===== config.mk =====
export PLATFORM = sky130hd
export DESIGN_NAME = smac_ram
export DESIGN_NICKNAME = d
export VERILOG_FILES = /design/src/sv/smac_ram.sv
export SDC_FILE = /design/constraint.sdc
export NUM_CORES = 1
export LEC_CHECK = 0
export BUFFER_PORTS_ARGS = -buffer_cell sky130_fd_sc_hd__buf_4
export CORE_MARGIN = 1
export CORE_UTILIZATION = 40
export DETAILED_ROUTE_END_ITERATION = 7
export MAX_ROUTING_LAYER = met4
export PLACE_DENSITY = 0.59
export SLEW_MARGIN = 20
export SYNTH_ARGS = -nofsm -noshare
export SYNTH_HDL_FRONTEND = slang
export SYNTH_SLANG_ARGS = --single-unit

===== constraint.sdc =====
create_clock -name clk_i -period 2.63 [get_ports clk_i]
set_input_delay 0.3945 -clock clk_i [delete_from_list [all_inputs] [get_ports clk_i]]
set_output_delay 0.3945 -clock clk_i [all_outputs]
set_load 0.05 [all_outputs]

===== src/sv/smac_ram.sv =====
`default_nettype none
module smac_ram #(
  parameter int Width = 8,
  parameter int Depth = 16
) (
  input  wire logic                     clk_i,
  input  wire logic                     we_i,
  input  wire logic [$clog2(Depth)-1:0] waddr_i,
  input  wire logic [Width-1:0]         wdata_i,
  input  wire logic [$clog2(Depth)-1:0] raddr_i,
  output logic      [Width-1:0]         rdata_o
);

  logic [Width-1:0] mem [Depth];

  // One write port and one registered read port.
  always_ff @(posedge clk_i) begin
    if (we_i) begin
      mem[waddr_i] <= wdata_i;
    end
    rdata_o <= mem[raddr_i];
  end

endmodule
`default_nettype wire


# Yosys cells after proc, flatten, opt, wreduce, memory -nomap -nowiden
# Memory sizes are Yosys's and may differ from the RTL's. A register that Yosys moved wholly into a read port is not among the register bits.
# Cells that the tools add are included.
dict set report word_totals {
  ff_bits 0
  mem_bits_rw 128
  input_bits 18
  out_inout_bits 8
  word_cells 3
  mem_count 1
}
dict set report op_classes {
  mux 2
}
# memory depth word_bits rd rd_clocked_by_memory_dff write_ports line
set mem_list {}
lappend mem_list {mem 16 8 1 1 1 14} ;# logic [Width-1:0] mem [Depth];
# operator count
set ops {}
lappend ops {{two-way mux 1 bit} 2}

# Depth between registers and ports, before layout
# Gate-level depths: netlist of the first run.
dict set report logic_depth {
  ltp_word 2
  mapped_depth 5
  mapped_depth_nobuf 3
}

# Worst setup path before layout of the first run
# OpenSTA, ideal clock, no wires.
dict set report synth_timing {
  path_type {input to register}
  startpoint {in waddr_i[2]}
  endpoint {mem mem[0][0], enable pin}
  setup_time_ps 383
  arrival_ps 1504
  t_required_ps 2247
  setup_slack_ps 743
  cell_stages 2
  path_buffers 0
  path_cell_list {or3b_2 -> nor3_1}
}
# item line
set synth_lines {}
lappend synth_lines {{start, declared} 8} ;# input wire logic [$clog2(Depth)-1:0] waddr_i,
lappend synth_lines {{end, declared} 14}
# Straight into the memory's write port.

# Final worst setup path of the first run
dict set report layout_timing {
  startpoint {in waddr_i[2]}
  endpoint {mem mem[1][4], enable pin}
}
# Straight into the memory's write port.

==> results.tsv, run 1 <==
stage	metric	value	unit
status	status	finished, final reports clean	
clock_tree	post-cts-setup-buffers	0	
place	routabilityCongestion	0.7612	
timing	fmax	608.6	MHz
drt	postRouteAntennaNets	0	
worst_setup_path	critPathSlowestCell	nor2_1	
clock_tree	htree_levels	4	
place	hpwl	6.300	mm
worst_setup_path	crit_path_cell_trace	buf_4 > or3b_2 > nor2_1	
clock_tree	clk_latency	0.41	ns
logic_synthesis	synthDistinctLibCells	19	
worst_hold_path	min_delay_worst_endpoint	mem[6][7]	
layout	utilization	49.13	%
timing	fin_skew	0.003478	ns
clock_tree	ctsHoldBuffers	0	
worst_hold_path	min_from	wdata_i[7]	
worst_setup_path	crit_family	simple AND/OR/NAND/NOR gates	
timing	rsz0062_at_grt	no	
layout	layout.cells.most_common	edfxtp_1	
logic_synthesis	postSynthAreaPerCell	22.48	um^2
die	die_w	115.4	um
drt	wl_per_cell	21.38	um
global_routing	grt_util_all_layers	17.42	%
logic_synthesis	synth-seq-cells	136	
drt	drc	0	
clock_tree	cts_tree	done	
worst_setup_path	rr_worst_depth	3	
worst_setup_path	cp.arrival	1.68	ns
timing	tns	0	ns
timing	setup_viol	0	
flow_run	maxCapViolCount	0	
logic_synthesis	syn_nets	247	
timing	period_needed	1.643	ns
worst_hold_path	min_path_type	input pin to register	
layout	nets	299	
logic_synthesis	synth-seq-area-share	77.78	%
drt	drt_wl_total	9.964	mm
layout	syn_to_final_growth	19.96	%
die	ioPinCount	26	
timing	maxSlewViolCount	0	
timing	finalHoldViolCount	0	
worst_setup_path	cp_max_fo	8	
global_routing	antenna_found_initial	0	
layout	final_layout_size_suffix_gt1_share	31.29	%
drt	first_pass_iters	4	
clock_tree	cts.sinks	136	
power_and_ir_drop	ir_drop	0.0003986	V
global_routing	grt_pass1_vias	2437	
logic_synthesis	yosysWarningCount	0	
power_and_ir_drop	power.density	803.0	mW/mm^2
global_routing	grt_max_degree	33	
timing	worstMarginPinSlew	0.8016	ns
place	port_buffers	25	
worst_setup_path	r2r_end	rdata_o[4]	
worst_hold_path	min_path_cells	1	
logic_synthesis	netlist_area	0.005147	mm^2
layout	diodes	0	
global_routing	overflow	0	
worst_setup_path	criticalPathCategory	input pin to register	
drt	vias	2396	
clock_tree	cts-buffers-inserted	17	
power_and_ir_drop	leakage	2.076	nW
clock_tree	clockBufferDepth	2	
drt	drtIter0Drc	217	
logic_synthesis	yosys.area.top_type	edfxtp_1	
die	placementRows	41	
worst_setup_path	startpoint_type	input pin	
clock_tree	cts_root_buffer	clkbuf_16	
die	die-area	0.01333	mm^2
clock_tree	ctsResizeCount	0	
die	initial_utilization	40.96	%
timing	fin_crit_sh	62.47	%
clock_tree	clk_pin_slew	0.06	ns
worst_setup_path	r2r_slack	1.28	ns
die	coreArea	0.01257	mm^2
worst_setup_path	cp_num_buf_inv	1	
logic_synthesis	syn_inst	229	
layout	layout_common_cells	edfxtp_1 (128), buf_4 (42), mux4_2 (18), clkbuf_16 (17), a22oi_1 (16)	
timing	maxSlewHeadroom	46.36	%
worst_setup_path	cp_slowest_stage_delay	0.64	ns
logic_synthesis	synth_area_leaders	edfxtp_1 (75%), mux4_2 (7.9%), mux4_1 (7.1%), dfxtp_1 (3.1%), a22oi_1 (2.3%)	
logic_synthesis	synth_top_area_share	74.67	%
die	die_h	115.4	um
worst_setup_path	critical_path_required	2.67	ns
drt	avgViaCountPerCell	5.142	
worst_setup_path	critPathCaptureType	register	
worst_setup_path	timing.rr.start	mem[9][4]	
global_routing	grt_pass1_wl	15.09	mm
report_power, final:
group	switching, mW	internal, mW
Sequential	0.0152	2.42
Combinational	0.174	0.111
Clock	0.856	1.38
Total	1.05	3.91
per-layer routing:
metal  vias up  global-route usage [%]  part of all wire (%)
li1       1077                       -                     -
met3        16                   4.393                   6.4
met1      1221                   23.11                    44
met4         0                   8.831                   1.9
met2        82                   25.03                    48
met5         -                       -                     0
registers in the layout (all words and copies together) (netlist names):
register	cells
rdata_o	8
mem	128
cell families (layout without fill, tap and decap cells):
kind of cell    after synthesis  in the layout  share of synthesized area, %
compound gates               16             16                         2.334
buf+inv                      10             75                         1.677
flops                       136            136                         77.78
mux                          32             32                         15.02
simple gates                 35             35                         3.184
cell usage after synthesis (all sizes together):
master,n
buf,7
nand3b,2
mux4,32
and2,1
clkdlybuf4s25,3
nor2,13
a22oi,16
nand3,1
or3b,1
nor2b,1
nand2,9
nand2b,2
and2b,1
edfxtp,128
nor3,4
dfxtp,8
worst max-delay path by stage:
stage / startpoint / endpoint / cells past startpoint
after floorplan: waddr_i[2] / mem[0][0] / 2
after global placement: waddr_i[2] / mem[1][0] / 3
after detailed placement: waddr_i[2] / mem[1][4] / 3
after CTS: waddr_i[2] / mem[1][1] / 3
after global routing: waddr_i[2] / mem[1][0] / 3
final: waddr_i[2] / mem[1][4] / 3
worst register-to-register path: cells and delay by family, from the launching register on:
family | cells | cell delay [ns]
AOI/OAI and AO/OA | 1 | 0.28
DFF | 1 | 0.35
muxes | 1 | 0.53
and+or+nand+nor | 1 | 0.08
through the flow:
step	instances	setup WS (ns)	cell area (um^2)	power, mW	hold slack [ns]
after floorplan	229	0.7426	5147	2.652	0.4934
after global placement	434	0.5221	5612	2.768	0.6503
after detailed placement	434	0.5221	5612	2.774	0.6660
after CTS	466	0.9601	6175	4.995	0.2831
after global routing	466	0.9433	6175	5.096	0.2903
final	466	0.9870	6175	4.958	0.2951
area by class of cell:
class / instances / area [um^2]
Sequential cell: 136 / 4004
Fill cell: 1004 / 6394
Clock buffer: 18 / 429.2
Clock inverter: 14 / 133.9
Timing Repair Buffer: 43 / 335.3
Multi-Input combinational cell: 83 / 1057
Tap cell: 172 / 215.2
Power figures use the tool's default switching activity.
==> run 2: changes to the inputs <==
==> constraint.sdc (replaced) <==
create_clock -name clk_i -period 1.55 [get_ports clk_i]
set_input_delay 0.2325 -clock clk_i [delete_from_list [all_inputs] [get_ports clk_i]]
set_output_delay 0.2325 -clock clk_i [all_outputs]
set_load 0.05 [all_outputs]
==> run 2 against run 1 <==
  * Non-clock buffer count is 7 higher
  * Cell area is 3.4% higher
  * Count of clock-buffer cells in the layout is 3 higher
  * Register-to-register slack worse by 1.1 ns
  * Utilization is 1.7 points higher
  * Clock power is 110% higher
  * Combinational power is 75% higher
  * Total power is 86% higher
  * Via count is 0.54% higher
  * First-iteration DRC count is 12% higher
  * Die area stayed put
  * Global-route usage is 0.63 points lower
  * Critical path type is now register to register
==> results.tsv, run 2 (synthesized netlist as in run 1, its figures left out) <==
stage	metric	value	unit	change
status	status	finished, final reports clean		
drt	drt_wl_total	9.691	mm	-2.7%
worst_hold_path	min_from	wdata_i[2]		
clock_tree	clk_latency	0.41	ns	about the same
timing	maxSlewHeadroom	46.69	%	+0.33 points
worst_setup_path	critical_path_required	1.83	ns	-0.84 ns
die	ioPinCount	26		unchanged
drt	drtIter0Drc	243		+12%
timing	worstMarginPinSlew	0.7967	ns	-0.004883 ns
timing	fin_skew	0.004884	ns	+0.001406 ns
layout	diodes	0		unchanged
worst_setup_path	timing.rr.start	mem[1][0]		
power_and_ir_drop	finalPower	9.212	mW	+86%
global_routing	antenna_found_initial	0		unchanged
clock_tree	htree_levels	4		unchanged
worst_hold_path	min_path_cells	1		unchanged
die	placementRows	41		unchanged
layout	layout.cells.most_common	edfxtp_1		
place	place_area	0.005694	mm^2	+1.5%
power_and_ir_drop	ir_drop	0.0006897	V	+73%
clock_tree	cts_root_buffer	clkbuf_16		
layout	layout_common_cells	edfxtp_1 (128), buf_4 (47), mux4_2 (18), clkbuf_16 (17), a22oi_1 (16)		
layout	largest_reg_flops	128		unchanged
global_routing	grt_pass1_wl	14.65	mm	-2.9%
clock_tree	clk_pin_slew	0.06	ns	about the same
timing	fmax	721.3	MHz	
worst_hold_path	min_path_type	input pin to register		
clock_tree	cts-buffers-inserted	17		unchanged
worst_setup_path	cp_max_fo	1		-7
worst_setup_path	critPathCaptureType	register		
die	die_h	115.4	um	unchanged
die	die-area	0.01333	mm^2	unchanged
place	routabilityCongestion	0.7138		-6.2%
flow_run	maxCapViolCount	0		unchanged
power_and_ir_drop	leakage	2.190	nW	+5.5%
clock_tree	clockBufferDepth	2		unchanged
worst_setup_path	cp.arrival	1.67	ns	about the same
timing	period_needed	1.386	ns	
layout	postLayoutCellArea	0.006382	mm^2	+3.4%
drt	postRouteAntennaNets	0		unchanged
layout	largestRegisters	mem: 128 flops, rdata_o: 8 flops		
layout	final_layout_size_suffix_gt1_share	33.55	%	+2.3 points
global_routing	grt_util_all_layers	16.79	%	-0.63 points
place	hpwl	6.279	mm	-0.33%
power_and_ir_drop	power.density	1443	mW/mm^2	+80%
worst_hold_path	min_delay_worst_endpoint	mem[13][2]		
timing	finalWorstSetupSlack	0.1635	ns	-0.8234 ns
die	initial_utilization	40.96	%	unchanged
worst_setup_path	r2r_end	rdata_o[0]		
drt	drc	0		unchanged
timing	maxSlewViolCount	0		unchanged
clock_tree	post-cts-setup-buffers	0		unchanged
clock_tree	ctsHoldBuffers	0		unchanged
clock_tree	cts.sinks	136		unchanged
worst_setup_path	criticalPathCategory	register to register		
timing	setup_viol	0		unchanged
timing	fin_crit_sh	89.45	%	
drt	wl_per_cell	20.49	um	-4.2%
place	post-place-ws	-0.09178	ns	-0.6138 ns
drt	avgViaCountPerCell	5.093		-0.95%
place	port_buffers	25		unchanged
layout	syn_to_final_growth	23.99	%	
timing	finalHoldViolCount	0		unchanged
worst_setup_path	startpoint_type	register		
global_routing	overflow	0		unchanged
worst_setup_path	rr_worst_depth	3		unchanged
worst_setup_path	crit_path_cell_trace	mux4_1 > a22oi_1 > nand2_1		
clock_tree	ctsResizeCount	0		unchanged
timing	rsz0062_at_grt	no		
layout	top_register	mem		
drt	first_pass_iters	4		unchanged
worst_setup_path	cp_slowest_stage_delay	0.50	ns	-0.14 ns
worst_setup_path	r2r_slack	0.16	ns	-1.12 ns
global_routing	grt_max_degree	22		-33%
die	coreArea	0.01257	mm^2	unchanged
clock_tree	cts_tree	done		
drt	vias	2409		+0.54%
die	die_w	115.4	um	unchanged
layout	nets	306		+2.3%
worst_setup_path	critPathSlowestCell	mux4_1		
global_routing	grt_pass1_vias	2452		+0.62%
run 2: changes by cell type in the layout (fill, tap and decap cells not counted), sizes merged:
cell      delta
clkinvlp     -4
buf          +7
clkinv       -3
clkbuf       +3
bufinv       +4
run 2: per-stage QoR:
step	hold WS, ns	TNS, ns	utilization (%)	cells
5_1_grt	0.1378	0	50.78	473
2_1_floorplan	0.3314	0	-	229
4_1_cts	0.1221	0	50.78	473
3_5_place_dp	0.5411	-0.6499	45.31	441
3_3_place_gp	0.5380	-0.5915	45.31	441
6_report	0.1310	0	50.78	473
run 2: worst max-delay path by stage:
stage / cells after the start / from / slack, ns / endpoint
3_5_place_dp: 5 / raddr_i[0] / -0.09 / rdata_o[3]
3_3_place_gp: 5 / raddr_i[0] / -0.11 / rdata_o[3]
5_1_grt: 3 / mem[1][0] / 0.12 / rdata_o[0]
2_1_floorplan: 2 / waddr_i[2] / 0.05 / mem[3][0]
6_report: 3 / mem[1][0] / 0.16 / rdata_o[0]
4_1_cts: 3 / mem[1][0] / 0.18 / rdata_o[0]
run 2: final cells by class:
| class | instances | area [um^2] |
|---|---|---|
| sequential | 136 | 4004 |
| clock buffer | 21 | 470.5 |
| tap | 172 | 215.2 |
| clock inverter | 11 | 217.7 |
| fill | 1022 | 6186 |
| multi-input combinational | 83 | 1062 |
| timing repair buffer | 50 | 412.9 |
run 2: critical path, delay by kind of cell, from the launching register on:
kind,cells,cell delay (ns)
muxes,1,0.50
and+or+nand+nor,1,0.10
AOI/OAI and AO/OA,1,0.28
DFF,1,0.38
run 2: report_power, final:
group / internal [mW] / total [mW] / switching (mW) / leakage (nW)
Combinational: 0.203 / 0.498 / 0.295 / 0.637
Sequential: 4.11 / 4.14 / 0.0253 / 1.22
Clock: 3.15 / 4.58 / 1.43 / 0.329
Total: 7.46 / 9.21 / 1.75 / 2.19
run 2: metal layers:
metal	vias up	share of wire [%]	GRT usage (%)
met5	-	0	-
met4	0	0.98	5.455
met3	10	2.8	4.759
met2	41	49	26.67
met1	1264	47	20.88
li1	1094	-	-
